<file path="config.mk">
export PLATFORM = sky130hd
export DESIGN_NAME = rgb_led_pulse_serializer
export DESIGN_NICKNAME = d
export VERILOG_FILES = /design/src/design/rlps_pkg.sv /design/src/design/rgb_led_pulse_serializer.sv /design/src/design/rlps_front.sv /design/src/design/rlps_engine.sv
export SDC_FILE = /design/constraint.sdc
export NUM_CORES = 1
export LEC_CHECK = 0
export ABC_AREA = 1
export BUFFER_PORTS_ARGS = -buffer_cell sky130_fd_sc_hd__buf_4
export CAP_MARGIN = 25
export CORE_AREA = 10 10 141 143
export DETAILED_ROUTE_END_ITERATION = 8
export DIE_AREA = 0 0 151 153
export HOLD_SLACK_MARGIN = 0.03
export PLACE_DENSITY = 0.76
export SYNTH_ARGS = -nofsm -noshare
export SYNTH_HDL_FRONTEND = slang
export SYNTH_SLANG_ARGS = --single-unit
</file>
<file path="constraint.sdc">
create_clock -name clk -period 3 [get_ports clk]
set_clock_uncertainty 0.1 [all_clocks]
set_input_delay 0.6 -clock clk [delete_from_list [all_inputs] [get_ports clk]]
set_output_delay 0.6 -clock clk [all_outputs]
set_load 0.1 [all_outputs]
</file>
<file path="src/design/rlps_pkg.sv">
// ----------------------------------------------------------------------------
// rlps_pkg: shared types and constants of the LED pulse serializer
// Holds the queue entry types, the register indexes and the duration helper.
// ----------------------------------------------------------------------------
package rlps_pkg;

    // Register indexes on the configuration port.
    localparam logic [2:0] CFG_ONE_HIGH    = 3'd0;
    localparam logic [2:0] CFG_ONE_LOW     = 3'd1;
    localparam logic [2:0] CFG_ZERO_HIGH   = 3'd2;
    localparam logic [2:0] CFG_ZERO_LOW    = 3'd3;
    localparam logic [2:0] CFG_RESET_TICKS = 3'd4;

    // Reset values of the timing registers.
    localparam logic [7:0]  ONE_HIGH_RST    = 8'd11;
    localparam logic [7:0]  ONE_LOW_RST     = 8'd9;
    localparam logic [7:0]  ZERO_HIGH_RST   = 8'd5;
    localparam logic [7:0]  ZERO_LOW_RST    = 8'd15;
    localparam logic [15:0] RESET_TICKS_RST = 16'd800;

    // Number of bits sent for one pixel.
    localparam logic [4:0] PIXEL_BITS = 5'd24;

    // One tick offered to the serializer, as held in the front queue.
    typedef struct packed {
        logic        pixel_valid;
        logic [23:0] pixel;
        logic        end_of_frame;
    } item_t;

    // One tick of output, as held in the result queue.
    typedef struct packed {
        logic line_level;
        logic pixel_taken;
        logic idle;
    } result_t;

    // A zero duration register counts as one tick.
    function automatic logic [15:0] stretch8(input logic [7:0] v);
        return (v == 8'd0) ? 16'd1 : {8'd0, v};
    endfunction

endpackage

</file>
<file path="src/design/rgb_led_pulse_serializer.sv">
// ----------------------------------------------------------------------------
// rgb_led_pulse_serializer: LED data line pulse serializer
// Each transfer in is one tick of the line waveform; each transfer out gives
// the line level, whether the pixel was taken and whether the line was idle.
// ----------------------------------------------------------------------------
// Path: a tick accepted is held in the front queue, and its result is registered
// in the result queue, from which it can be taken; either queue can stall it.
// Throughput: one tick per cycle while the result queue is not full; the
// serializer state machine steps once per tick between the two two-entry queues.
// Reset: asynchronous, active low; queues empty, line idle, timing registers
// at their defaults (11, 9, 5, 15, 800).
module rgb_led_pulse_serializer
    import rlps_pkg::*;
(
    input  logic        clk,
    input  logic        rst_n,
    input  logic        push,
    output logic        full,
    input  logic        pixel_valid,
    input  logic [7:0]  green,
    input  logic [7:0]  red,
    input  logic [7:0]  blue,
    input  logic        end_of_frame,
    output logic        empty,
    input  logic        pop,
    output logic        line_level,
    output logic        pixel_taken,
    output logic        idle,
    input  logic        cfg_valid,
    output logic        cfg_ready,
    input  logic [2:0]  cfg_index,
    input  logic [15:0] cfg_data
);

    logic    q_valid;
    logic    q_ready;
    item_t   q_item;
    result_t res;

    // Front: accepts and queues ticks.
    rlps_front u_front (
        .clk          (clk),
        .rst_n        (rst_n),
        .push         (push),
        .full         (full),
        .pixel_valid  (pixel_valid),
        .green        (green),
        .red          (red),
        .blue         (blue),
        .end_of_frame (end_of_frame),
        .q_valid      (q_valid),
        .q_ready      (q_ready),
        .q_item       (q_item)
    );

    // Back: generates the waveform and queues results.
    rlps_engine u_engine (
        .clk       (clk),
        .rst_n     (rst_n),
        .cfg_valid (cfg_valid),
        .cfg_ready (cfg_ready),
        .cfg_index (cfg_index),
        .cfg_data  (cfg_data),
        .q_valid   (q_valid),
        .q_ready   (q_ready),
        .q_item    (q_item),
        .empty     (empty),
        .pop       (pop),
        .res       (res)
    );

    assign line_level  = res.line_level;
    assign pixel_taken = res.pixel_taken;
    assign idle        = res.idle;

endmodule

</file>
<file path="src/design/rlps_front.sv">
// ----------------------------------------------------------------------------
// rlps_front: input side of the LED pulse serializer
// Accepts ticks, packs the colour fields into one word and queues them in a
// two-entry buffer so that the serializer can stall on its own.
// ----------------------------------------------------------------------------
module rlps_front
    import rlps_pkg::*;
(
    input  logic        clk,
    input  logic        rst_n,
    input  logic        push,
    output logic        full,
    input  logic        pixel_valid,
    input  logic [7:0]  green,
    input  logic [7:0]  red,
    input  logic [7:0]  blue,
    input  logic        end_of_frame,
    output logic        q_valid,
    input  logic        q_ready,
    output item_t       q_item
);

    item_t       slot_reg [2];
    logic        wr_ptr_reg;
    logic        rd_ptr_reg;
    logic [1:0]  count_reg;
    logic        push_ok;
    logic        pop_ok;
    item_t       packed_item;

    // Pack the tick: green in the top byte so it goes out first.
    always_comb
    begin
        packed_item.pixel_valid  = pixel_valid;
        packed_item.pixel        = {green, red, blue};
        packed_item.end_of_frame = end_of_frame;
    end

    assign full    = (count_reg == 2'd2);
    assign push_ok = push && !full;
    assign q_valid = (count_reg != 2'd0);
    assign pop_ok  = q_valid && q_ready;
    assign q_item  = slot_reg[rd_ptr_reg];

    // Queue storage needs no reset.
    always_ff @(posedge clk)
    begin
        if (push_ok)
        begin
            slot_reg[wr_ptr_reg] <= packed_item;
        end
    end

    // Queue pointers and fill count.
    always_ff @(posedge clk or negedge rst_n)
    begin
        if (!rst_n)
        begin
            wr_ptr_reg <= 1'b0;
            rd_ptr_reg <= 1'b0;
            count_reg  <= 2'd0;
        end
        else
        begin
            if (push_ok)
            begin
                wr_ptr_reg <= ~wr_ptr_reg;
            end
            if (pop_ok)
            begin
                rd_ptr_reg <= ~rd_ptr_reg;
            end
            if (push_ok && !pop_ok)
            begin
                count_reg <= count_reg + 2'd1;
            end
            else if (pop_ok && !push_ok)
            begin
                count_reg <= count_reg - 2'd1;
            end
        end
    end

endmodule

</file>
<file path="src/design/rlps_engine.sv">
// ----------------------------------------------------------------------------
// rlps_engine: pulse generator of the LED pulse serializer
// Steps the bit and gap state machine once per queued tick, holds the timing
// registers and buffers the per-tick results in a two-entry queue.
// ----------------------------------------------------------------------------
module rlps_engine
    import rlps_pkg::*;
(
    input  logic        clk,
    input  logic        rst_n,
    input  logic        cfg_valid,
    output logic        cfg_ready,
    input  logic [2:0]  cfg_index,
    input  logic [15:0] cfg_data,
    input  logic        q_valid,
    output logic        q_ready,
    input  item_t       q_item,
    output logic        empty,
    input  logic        pop,
    output result_t     res
);

    typedef enum logic [1:0] {
        PH_IDLE,
        PH_HIGH,
        PH_LOW,
        PH_GAP
    } phase_t;

    logic [7:0]  one_high_reg;
    logic [7:0]  one_low_reg;
    logic [7:0]  zero_high_reg;
    logic [7:0]  zero_low_reg;
    logic [15:0] reset_ticks_reg;

    phase_t      phase_reg, phase_next;
    logic [23:0] shift_reg, shift_next;
    logic [4:0]  bits_reg, bits_next;
    logic [15:0] tick_reg, tick_next;
    logic        gap_reg, gap_next;

    result_t     out_slot_reg [2];
    logic        out_wr_reg;
    logic        out_rd_reg;
    logic [1:0]  out_count_reg;

    logic        step;
    logic        out_pop;
    logic        start;
    phase_t      cur_phase;
    logic [23:0] cur_shift;
    logic [4:0]  cur_bits;
    logic [15:0] cur_tick;
    logic [15:0] tick_dec;
    logic [4:0]  bits_dec;
    logic [23:0] shift_adv;
    result_t     step_res;

    assign cfg_ready = 1'b1;
    assign q_ready   = (out_count_reg != 2'd2);
    assign step      = q_valid && q_ready;
    assign empty     = (out_count_reg == 2'd0);
    assign out_pop   = pop && !empty;
    assign res       = out_slot_reg[out_rd_reg];

    // Timing registers; a new value is used from the next phase that loads it.
    always_ff @(posedge clk or negedge rst_n)
    begin
        if (!rst_n)
        begin
            one_high_reg    <= ONE_HIGH_RST;
            one_low_reg     <= ONE_LOW_RST;
            zero_high_reg   <= ZERO_HIGH_RST;
            zero_low_reg    <= ZERO_LOW_RST;
            reset_ticks_reg <= RESET_TICKS_RST;
        end
        else if (cfg_valid)
        begin
            case (cfg_index)
                CFG_ONE_HIGH:    one_high_reg    <= cfg_data[7:0];
                CFG_ONE_LOW:     one_low_reg     <= cfg_data[7:0];
                CFG_ZERO_HIGH:   zero_high_reg   <= cfg_data[7:0];
                CFG_ZERO_LOW:    zero_low_reg    <= cfg_data[7:0];
                CFG_RESET_TICKS: reset_ticks_reg <= cfg_data;
                default:         ;
            endcase
        end
    end

    // One tick of the waveform: take a pixel if idle, then count down.
    always_comb
    begin
        start     = (phase_reg == PH_IDLE) && q_item.pixel_valid;
        cur_phase = start ? PH_HIGH : phase_reg;
        cur_shift = start ? q_item.pixel : shift_reg;
        cur_bits  = start ? PIXEL_BITS : bits_reg;
        if (start)
        begin
            cur_tick = q_item.pixel[23] ? stretch8(one_high_reg) : stretch8(zero_high_reg);
        end
        else
        begin
            cur_tick = tick_reg;
        end
        gap_next  = start ? q_item.end_of_frame : gap_reg;

        step_res.line_level  = (cur_phase == PH_HIGH);
        step_res.pixel_taken = start;
        step_res.idle        = (cur_phase == PH_IDLE);

        tick_dec  = (cur_tick != 16'd0) ? cur_tick - 16'd1 : 16'd0;
        bits_dec  = (cur_bits != 5'd0) ? cur_bits - 5'd1 : 5'd0;
        shift_adv = {cur_shift[22:0], 1'b0};

        phase_next = cur_phase;
        shift_next = cur_shift;
        bits_next  = cur_bits;
        tick_next  = cur_tick;

        if (cur_phase != PH_IDLE)
        begin
            tick_next = tick_dec;
            if (tick_dec == 16'd0)
            begin
                case (cur_phase)
                    PH_HIGH:
                    begin
                        phase_next = PH_LOW;
                        tick_next  = cur_shift[23] ? stretch8(one_low_reg)
                                                   : stretch8(zero_low_reg);
                    end
                    PH_LOW:
                    begin
                        shift_next = shift_adv;
                        bits_next  = bits_dec;
                        if (bits_dec != 5'd0)
                        begin
                            phase_next = PH_HIGH;
                            tick_next  = shift_adv[23] ? stretch8(one_high_reg)
                                                       : stretch8(zero_high_reg);
                        end
                        else if (gap_next)
                        begin
                            gap_next   = 1'b0;
                            phase_next = PH_GAP;
                            tick_next  = (reset_ticks_reg == 16'd0) ? 16'd1
                                                                    : reset_ticks_reg;
                        end
                        else
                        begin
                            phase_next = PH_IDLE;
                        end
                    end
                    default:
                    begin
                        phase_next = PH_IDLE;
                    end
                endcase
            end
        end
    end

    // Serializer state, advanced once per queued tick.
    always_ff @(posedge clk or negedge rst_n)
    begin
        if (!rst_n)
        begin
            phase_reg <= PH_IDLE;
            shift_reg <= 24'd0;
            bits_reg  <= 5'd0;
            tick_reg  <= 16'd0;
            gap_reg   <= 1'b0;
        end
        else if (step)
        begin
            phase_reg <= phase_next;
            shift_reg <= shift_next;
            bits_reg  <= bits_next;
            tick_reg  <= tick_next;
            gap_reg   <= gap_next;
        end
    end

    // Result queue storage.
    always_ff @(posedge clk)
    begin
        if (step)
        begin
            out_slot_reg[out_wr_reg] <= step_res;
        end
    end

    // Result queue pointers and fill count.
    always_ff @(posedge clk or negedge rst_n)
    begin
        if (!rst_n)
        begin
            out_wr_reg    <= 1'b0;
            out_rd_reg    <= 1'b0;
            out_count_reg <= 2'd0;
        end
        else
        begin
            if (step)
            begin
                out_wr_reg <= ~out_wr_reg;
            end
            if (out_pop)
            begin
                out_rd_reg <= ~out_rd_reg;
            end
            if (step && !out_pop)
            begin
                out_count_reg <= out_count_reg + 2'd1;
            end
            else if (out_pop && !step)
            begin
                out_count_reg <= out_count_reg - 2'd1;
            end
        end
    end

endmodule

</file>
Yosys cells after proc, flatten, opt, wreduce, memory -nomap -nowiden:

Memories as Yosys holds them, arrays and structs flattened.
Index checks and enable logic that the tools add are counted.

* add/subtract/negate cells: 6
* eq/ne operators: 8
* muxes and demuxes: 43
* bitwise operators: 4
* reduce and logical (&&, ||, !) cells: 35

Operators with widths (count)
* 16-bit 2-to-1 mux: 10
* 24-bit 2-to-1 mux: 4
* 16-bit zero test: 2
* 8-bit zero test: 4
* 8-bit 2-to-1 mux: 4
* 16-bit one-hot mux with 2 select lines: 1
* 5-bit 2-to-1 mux: 5
* 2-bit 2-to-1 mux: 9
* 16-bit nonzero test: 1
* 16-bit by 1-bit subtractor with 16-bit output (second input constant): 1
* 2-bit AND reduction: 5
* 5-bit nonzero test: 2
* 1-bit 2-to-1 mux: 9
* 1-bit logical AND: 8
* 2-bit nonzero test: 4
* 3-bit by 2-bit == test with 1-bit output (second input constant): 2
* 2-bit zero test: 3
* 1-bit zero test: 5
* 5-bit by 1-bit subtractor with 5-bit output (second input constant): 1
* 2-bit by 1-bit adder with 2-bit output (second input constant): 2
* 2-bit == test (second input constant): 2
* 1-bit inverter: 4
* 2-bit one-hot mux with 2 select lines: 1
* 2-bit by 1-bit subtractor with 2-bit output (second input constant): 2
* 5 further kinds: 5

* flip-flop bits (word level): 104
* bits in writable memories: 58
* input port bits: 50
* output and inout bits: 6
* word-level logic and storage cells: 114
* memories: 2

Memory list
* u_front.slot_reg: depth 2, bits a word 26, read ports 1, clocked after memory_dff 0, wr ports 1, RTL line rlps_front.sv:23 `item_t slot_reg [2];`
* u_engine.out_slot_reg: depth 2, bits a word 3, read ports 1, clocked after memory_dff 0, wr ports 1, RTL line rlps_engine.sv:42 `result_t out_slot_reg [2];`

Depth between registers and ports, before layout:

Gate-level depths: netlist of the first run.

* depth in word-level cells: 11
* depth in mapped cells: 27
* depth with buffers taken out: 24

Cells and area by module:

Synthesis of the first run repeated with hierarchy kept, for this count alone.

* cells, all modules: 1286
* area total of the unflattened synthesis: 9441.6 um^2

By module, submodules not included
* rlps_engine: instances 1, cells each 1119, area an instance 7255.7 um^2, sequential area each 2700.1 um^2
* rlps_front: instances 1, cells each 167, area an instance 2185.8 um^2, sequential area each 1661.6 um^2

Least setup slack after synthesis of the first run:

OpenSTA, ideal clock, no wires.

* path kind: register to register
* start point: reg u_front.rd_ptr_reg
* end point: reg u_engine.gap_reg
* library setup time: 0.117 ns
* data arrival time: 2.867 ns
* data required time: 2.783 ns
* path slack: -0.084 ns
* cell stages (with the launch flop): 25
* path buffers: 3
* clock period less this slack: 3.084 ns
* path through: dfrtp_1 buf_6 nand2_1 nand2_2 nand2_4 buf_6 nor2_2 nand2_1 nand3_2 inv_1 ha_1 nand3_1 nor2_1 buf_4 nand2_1 nand2_1 inv_1 o21ai_1 nand2_1 nor3b_4 nand2_1 nor2_1 nand2_1 nand2_1 nand2_1

* word-level cells in the longest chain between the ends: 10
* elaborated cells on any way between the ends: 21
* those cells by class: add/sub (2); eq/ne (1); mux (11); reduce/logical (6); memory (1)

Ends and longest elaborated chain
* start, declared: RTL line rlps_front.sv:25 `logic rd_ptr_reg;`
* start signal, assigned: RTL line rlps_front.sv:71 `rd_ptr_reg <= ~rd_ptr_reg;`
* memory 2 x 26 bit *
* parallel branches: the longest is 8 deep, another holds 16-bit by 1-bit subtractor with 16-bit output
* 1-bit 2-to-1 mux *: RTL line rlps_engine.sv:120 `if (cur_phase != PH_IDLE)`
* end signal, assigned: RTL line rlps_engine.sv:180 `gap_reg <= gap_next;`
* end, declared: RTL line rlps_engine.sv:40 `logic gap_reg, gap_next;`

Every way passes the cells marked *.
A chain may end at the register's enable or synchronous reset.

Worst setup path after layout of the first run:

* start point: reg u_front.rd_ptr_reg
* end point: reg u_engine.shift_reg[8]

* word-level cells in the longest chain between the ends: 8
* elaborated cells on any way between the ends: 15
* those cells by class: add/sub (1); eq/ne (1); mux (8); reduce/logical (4); memory (1)

Ends and longest elaborated chain
* memory 2 x 26 bit *
* 16-bit 2-to-1 mux or 1-bit logical AND (tied branches): RTL line rlps_engine.sv:99, rlps_engine.sv:93
* 16-bit 2-to-1 mux: RTL line rlps_engine.sv:97 `if (start)`
* 16-bit by 1-bit subtractor with 16-bit output or 16-bit nonzero test (tied branches): RTL line rlps_engine.sv:111 `tick_dec = (cur_tick != 16'd0) ? cur_tick - 16'd1 : 16'd0;`
* 16-bit 2-to-1 mux: RTL line rlps_engine.sv:111
* 16-bit zero test: RTL line rlps_engine.sv:123 `if (tick_dec == 16'd0)`
* 24-bit 2-to-1 mux: RTL line rlps_engine.sv:123
* 24-bit 2-to-1 mux *: RTL line rlps_engine.sv:120
* end signal, assigned: RTL line rlps_engine.sv:177 `shift_reg <= shift_next;`
* end, declared: RTL line rlps_engine.sv:37 `logic [23:0] shift_reg, shift_next;`

Mark *: on every way between the ends. The rest lies on a longest branch, timed or not.

==> results of run 1 <==
[worst max-delay path by stage]
stage                     startpoint                      to  slack (ps)
2_1_floorplan     u_front.rd_ptr_reg        u_engine.gap_reg         -20
6_report          u_front.rd_ptr_reg   u_engine.shift_reg[8]        -260
5_1_grt        u_engine.phase_reg[1]   u_engine.shift_reg[1]        -420
3_5_place_dp      u_front.rd_ptr_reg  u_engine.shift_reg[20]        -290
4_1_cts           u_front.rd_ptr_reg  u_engine.shift_reg[20]        -110
3_3_place_gp      u_front.rd_ptr_reg        u_engine.gap_reg        -200
[cell usage after synthesis, drive strengths merged]
cell type	n	area share [%]
a21oi	16	0.91
a31oi	4	0.27
and2	1	0.068
buf	18	1.7
clkbuf	32	1.3
clkinv	1	0.041
conb	1	0.041
dfrtp	90	24
dfstp	14	4.0
edfxtp	58	19
ha	5	0.68
inv	104	4.3
mux2	4	0.49
nand2	483	20
nand3	90	5.3
nand3b	2	0.30
nand4	12	0.81
nor2	80	3.8
nor3	4	0.22
nor3b	1	0.20
nor4	6	0.41
o211ai	6	0.49
o21ai	160	8.7
o21bai	5	0.41
o22ai	3	0.20
o311ai	1	0.095
o31ai	1	0.081
or2	17	1.2
xnor2	2	0.19
xor2	5	0.47
[metrics by stage]
stage	util, %	setup TNS, ps	cell area, um2	hold WS (ps)	power [uW]
after global placement	62.3	-5940	10600	355	10700
after floorplan	-	-18.0	9250	204	8240
after detailed placement	62.3	-9300	10600	360	10900
final	72.0	-9380	12300	102	15000
after CTS	69.1	-1900	11800	126	13800
after global routing	72.0	-16780	12300	148	15900
[power by group through the flow]
stage | Sequential [uW] | Combinational, uW | Clock [uW]
final | 3500 | 9230 | 2240
after detailed placement | 3490 | 7360 | 0
after global placement | 3470 | 7210 | 0
after CTS | 3470 | 8130 | 2250
after global routing | 3570 | 10000 | 2340
after floorplan | 3390 | 4850 | 0
[final cells by class]
type / instances / area share [%]
clock buffer: 17 / 3.46
clock inverter: 15 / 1.39
inverter: 105 / 3.31
multi-input combinational: 911 / 39.3
sequential: 162 / 35.5
tap: 225 / 2.29
timing repair buffer: 207 / 14.7
[what timing repair did]
| action | CTS | global route |
|---|---|---|
| pin swaps | 32 | 56 |
| gates resized for setup | 77 | 107 |
| buffers inserted | 22 | 14 |
| gates cloned | 6 | 1 |
| setup endpoints to repair | 48 | 48 |
[kinds of logic after synthesis]
logic type	share of synthesized area, %
multiplexers	0.488
flip-flops	47.3
adder cells (fa/ha/maj)	0.679
buffers and inverters	7.31
AO/OA/AOI/OAI	11.1
other	0.0407
AND/OR/NAND/NOR	32.4
XOR/XNOR	0.665
[worst max-delay path, stage by stage, from the launching register on]
cell      delay (ps)
dfrtp_2          450
clkinv_4          90
buf_6            130
nand2_4           80
nand2_4           70
nand2_2           70
nand2_2           50
nand2_2           70
nand2_2           80
inv_4             90
ha_4             140
nand4_1          130
nor2_4           250
nand3_4          210
nand3_2          140
nand2_2           70
nor2_4           160
nand2_4           80
nor2_8           130
buf_12           120
buf_12           110
buf_16           120
nand2_4           40
o21ai_2           50
nand2_1           70
nand2_1           80
[layer usage]
metal,share of wire (%),GRT usage [%],up-vias
li1,-,-,4350
met1,42,31.2,4352
met2,47,35.7,442
met3,7.3,4.22,94
met4,3.7,11.0,0
met5,0,0,-
==> results.md, run 1 <==
* Mapped Nets at 1281
* NumNets Final at 1459
* Hold Crit Class: primary input to async pin
* Width of the die at 151 um
* Minimum clock period at 3260 ps
* Power density over cell area at about 1200 nW/um2
* Post-Place Cells at around 1600
* Max FFs per register at 52
* Die ar. at 23100 um2
* I/O Buffers at 54
* Period utilisation layout at 109%
* Most common cell after layout, fill and taps aside: nand2_1
* N_diodes at 0
* Setup ws final at -258 ps
* Root buf cell: clkbuf_16
* Status: finished with violations
* Post-Syn Instances at 1226
* Global route overflow at 0
* Total Routing Usage GR at 23.3%
* CTS Buf Count at 17
* Sw Share at a little under half
* # hold bufs at CTS at 0
* Share of layout cells above drive strength 1 at 30.6%
* WS Path Type: register to register
* Internal at a little under 8000 uW
* Ports at 56
* Clock power frac at 14.9%
* Crit Path Max Fanout at 8
* Die height at 153 um
* Type of destination of the critical path: register
* Hpwl dp at 17500 um
* Leakage power at around 0.0060 uW
* Drt first pass iters at 5
* 1st-iter DRT viols at a little over 1000
* CTS max path bufs at 2
* RSZ-0062 raised after global routing: yes
* Max-cap violations at 0
* Sequential-to-total area share from yosys stat at 47.3%
* Sequential share of power at between 20% and 30%
* # clock sinks at 162
* Least-Margin Pin Slew at 704 ps
* Final Hold Fails at 0
* Initial antenna violation count at 0
* Pins Over Slew Limit at 0
* Fillers at 1266
* Htree depth at 4
* Drt total wl at 28000 um
* Pin count of the biggest net entering global routing at 54
* Setup violators final at 48
* Vias at 9238
* Post-route insts no fill at 1642
* Unique masters post-synth at 44
* Routed Antenna Nets at 0
* Core Rows at between 40 and 50
* Syn-to-layout area delta at 33.2%
* FF-to-FF End: u_engine.shift_reg[8]
* Synth warn at 0
* Seq cells post-synth at about 160
* Worst reg-to-reg path cell count at 25
* Vias in the first global route at 8780
* Mapped cell area at between 9000 and 10000 um2
* Initial Util at 54.1%
* Combinational power share at 61.7%
* Syn avg cell area at 7.52 um2
* Worst-path clk slew at 70 ps
* Required @ worst endpoint at 3280 ps
* Worst path arrival time at between 3000 and 4000 ps
* Worst r2r src: u_front.rd_ptr_reg
* DR DRC count at 0
* Peak Freq at 307 MHz
* Clk_lat worst skew at 440 ps
* Place WS at -291 ps
* GPL Wtd Cong at 0.990
* Critical Path Start Type: register
* Avg WL per Cell at 17.0 um
* Most frequent cells in the layout: 428 x nand2_1, 170 x buf_4, 120 x o21ai_0, 95 x inv_1, 89 x dfrtp_1
* Reg area at roughly 4400 um2
* CTS tree: done
* CORE AREA at approximately 17000 um2
* Failing checks: negative setup slack
* Switching pwr at 7100 uW
* Peak supply drop at 1.03 mV
* Vias per cell at 5.63
* Area of the multi-input gates at 4830 um2
* First-pass GRT wire length at 43900 um
* Worst reg-to-reg setup slack at -260 ps
* Slew HR at 53.1%
(Power assumes the default switching activity.)
==> run 2, diff against run 1 <==
--- a/config.mk
+++ b/config.mk
@@ -9,6 +9,7 @@
 export BUFFER_PORTS_ARGS = -buffer_cell sky130_fd_sc_hd__buf_4
 export CAP_MARGIN = 25
 export CORE_AREA = 10 10 141 143
+export CTS_BUF_LIST = sky130_fd_sc_hd__clkbuf_4 sky130_fd_sc_hd__clkbuf_8
 export DETAILED_ROUTE_END_ITERATION = 8
 export DIE_AREA = 0 0 151 153
 export HOLD_SLACK_MARGIN = 0.03
==> results.md, run 2 (synthesis gave the netlist of run 1 again) <==
* Status: finished with violations (unchanged)
* Failing checks: negative setup slack (unchanged)
* Critical-path cell list: clkinv_4 > buf_6 > nand2_4 > nand2_4 > buf_4 > nand2_1 > nand3_1 > nand3_2 > nor2_4 > buf_12 > nand3_4 > nand3_2 > nand2_2 > nor2_4 > nand2_4 > nor2_8 > buf_12 > clkbuf_16 > nand2_1 > o21ai_1 > nand2_1 > nand2_1
* Minimum clock period at 3380 ps (was 3260 ps)
* # hold bufs at CTS at 0 (unchanged)
* Area of the multi-input gates at 4870 um2 (was 4830 um2)
* Vias per cell at 5.66 (was 5.63)
* Worst path arrival time at 3700 ps (was 3530 ps)
* Max-cap violations at 0 (unchanged)
* Most frequent cells in the layout: 419 x nand2_1, 168 x buf_4, 121 x o21ai_0, 96 x inv_1, 89 x dfrtp_1 (was 428 x nand2_1, 170 x buf_4, 120 x o21ai_0, 95 x inv_1, 89 x dfrtp_1)
* Crit Path Max Fanout at 8 (unchanged)
* Worst reg-to-reg setup slack at -380 ps (was -260 ps)
* Most used cell, CP: nand2_1 (was nand2_2)
* # clock sinks at 162 (unchanged)
* Type of destination of the critical path: register (unchanged)
* Pins Over Slew Limit at 0 (unchanged)
* 1st-iter DRT viols at 1042 (was 1038)
* Least-Margin Pin Slew at 697 ps (was 704 ps)
* GPL Wtd Cong at 0.990 (unchanged)
* CTS Buf Count at 17 (unchanged)
* Setup ws final at -377 ps (was -258 ps)
* Worst-path clk slew at 100 ps (was 70 ps)
* WHS at 41.8 ps (was 102 ps)
* Clk_lat worst skew at 490 ps (was 440 ps)
* Setup TNS at -13620 ps (was -9380 ps)
* NumNets Final at 1458 (was 1459)
* Critical Path Start Type: register (unchanged)
* Syn-to-layout area delta at 31.8% (was 33.2%)
* Hpwl dp at 17500 um (unchanged)
* Routed Antenna Nets at 0 (unchanged)
* Peak Freq at 296 MHz (was 307 MHz)
* Total power at 14400 uW (was 15000 uW)
* Setup violators final at 48 (unchanged)
* Htree depth at 4 (unchanged)
* Worst r2r src: u_front.rd_ptr_reg (unchanged)
* Width of the die at 151 um (unchanged)
* CTS max path bufs at 2 (unchanged)
* Final Hold Fails at 0 (unchanged)
* Avg WL per Cell at 17.2 um (was 17.0 um)
* Max FFs per register at 52 (unchanged)
* Pin count of the biggest net entering global routing at 54 (unchanged)
* RSZ-0062 raised after global routing: yes (unchanged)
* Buf+Inv Stages, Crit Path at 6 (unchanged)
* Root buf cell: clkbuf_8 (was clkbuf_16)
* Initial Util at 54.1% (unchanged)
* Share of layout cells above drive strength 1 at 31.1% (was 30.6%)
* Core Rows at 48 (unchanged)
* Reg area at 4360 um2 (unchanged)
* Initial antenna violation count at 0 (unchanged)
* Vias at 9286 (was 9238)
* Period utilisation layout at 113% (was 109%)
* Total Routing Usage GR at 22.9% (was 23.3%)
* Power density over cell area at 1190 nW/um2 (was 1220 nW/um2)
* Die height at 153 um (unchanged)
* Drt first pass iters at 7 (was 5)
* Max stage delay on crit path at 470 ps (was 450 ps)
* Vias in the first global route at 8605 (was 8780)
* Drt total wl at 28100 um (was 28000 um)
* WS Path Type: register to register (unchanged)
* First-pass GRT wire length at 42900 um (was 43900 um)
* Most common cell after layout, fill and taps aside: nand2_1 (unchanged)
* CTS tree: done (unchanged)
* Peak supply drop at 1.03 mV (about the same)
* Die ar. at 23100 um2 (unchanged)
* Slowest stage cell on the critical path: dfrtp_2 (unchanged)
* DR DRC count at 0 (unchanged)
* Fillers at 1302 (was 1266)
* Leakage power at 0.00588 uW (was 0.00595 uW)
* FF-to-FF End: u_engine.shift_reg[5] (was u_engine.shift_reg[8])
* N_diodes at 0 (unchanged)
* Hold Crit Class: primary input to async pin (unchanged)
* Required @ worst endpoint at 3330 ps (was 3280 ps)
* Slew HR at 53.5% (was 53.1%)
* Global route overflow at 0 (unchanged)
* Worst reg-to-reg path cell count at 22 (was 25)
* I/O Buffers at 54 (unchanged)
* CP top delay family: simple AND/OR/NAND/NOR gates (unchanged)
* Ports at 56 (unchanged)
* Fin util at 71.2% (was 72.0%)
* CORE AREA at 17100 um2 (unchanged)
==> run 2: worst max-delay path by stage <==
stage	startpoint	to	slack, ps	cells after the start
3_5_place_dp	u_front.rd_ptr_reg	u_engine.shift_reg[20]	-290	21
2_1_floorplan	u_front.rd_ptr_reg	u_engine.gap_reg	-20	25
3_3_place_gp	u_front.rd_ptr_reg	u_engine.gap_reg	-200	20
5_1_grt	u_front.rd_ptr_reg	u_engine.shift_reg[5]	-490	22
4_1_cts	u_front.rd_ptr_reg	u_engine.shift_reg[23]	-110	21
6_report	u_front.rd_ptr_reg	u_engine.shift_reg[5]	-380	22
==> run 2: per-stage QoR <==
step                area (um2)  cells  worst slack, ps
floorplan                 9250   1226            -18.0
global placement         10600   1571             -201
detailed placement       10600   1571             -291
CTS                      11500   1624             -107
global route             12200   1641             -493
finish                   12200   1641             -377
==> run 2: power by group <==
| part | total [uW] | leakage [uW] | internal [uW] | switching (uW) |
|---|---|---|---|---|
| Combinational | 9270 | 0.00388 | 3530 | 5750 |
| Sequential | 3490 | 0.00179 | 3080 | 402 |
| Clock | 1680 | 0.000200 | 761 | 922 |
| Total | 14400 | 0.00588 | 7370 | 7070 |
==> run 2: repair_timing <==
| item | 4_1_cts | 5_1_grt |
|---|---|---|
| pin swaps | 36 | 66 |
| gates resized for setup | 69 | 120 |
| buffers inserted | 18 | 13 |
| endpoints found under the setup margin | 48 | 48 |
| hold endpoints to repair | 0 | 0 |
| gates cloned | 4 | 4 |
==> run 2: worst reg2reg max path, cell delays in order, from the launching register on <==
cell	delay, ps
dfrtp_2	470
clkinv_4	90
buf_6	100
nand2_4	60
nand2_4	100
buf_4	150
nand2_1	100
nand3_1	230
nand3_2	160
nor2_4	200
buf_12	140
nand3_4	180
nand3_2	160
nand2_2	70
nor2_4	180
nand2_4	90
nor2_8	140
buf_12	160
clkbuf_16	170
nand2_1	50
o21ai_1	70
nand2_1	70
nand2_1	90
==> run 2: area by class of cell <==
cell class / count / share of cell area [%]
Sequential cell: 162 / 35.9
Inverter: 105 / 3.33
Clock buffer: 17 / 1.93
Multi-Input combinational cell: 911 / 40.1
Clock inverter: 15 / 1.40
Tap cell: 225 / 2.32
Timing Repair Buffer: 206 / 15.0
==> run 2: per-layer routing <==
metal | share of wire (%) | track usage, %
met5 | 0 | 0
met4 | 4.4 | 11.5
met3 | 8.1 | 5.02
met2 | 46 | 34.1
met1 | 41 | 30.6
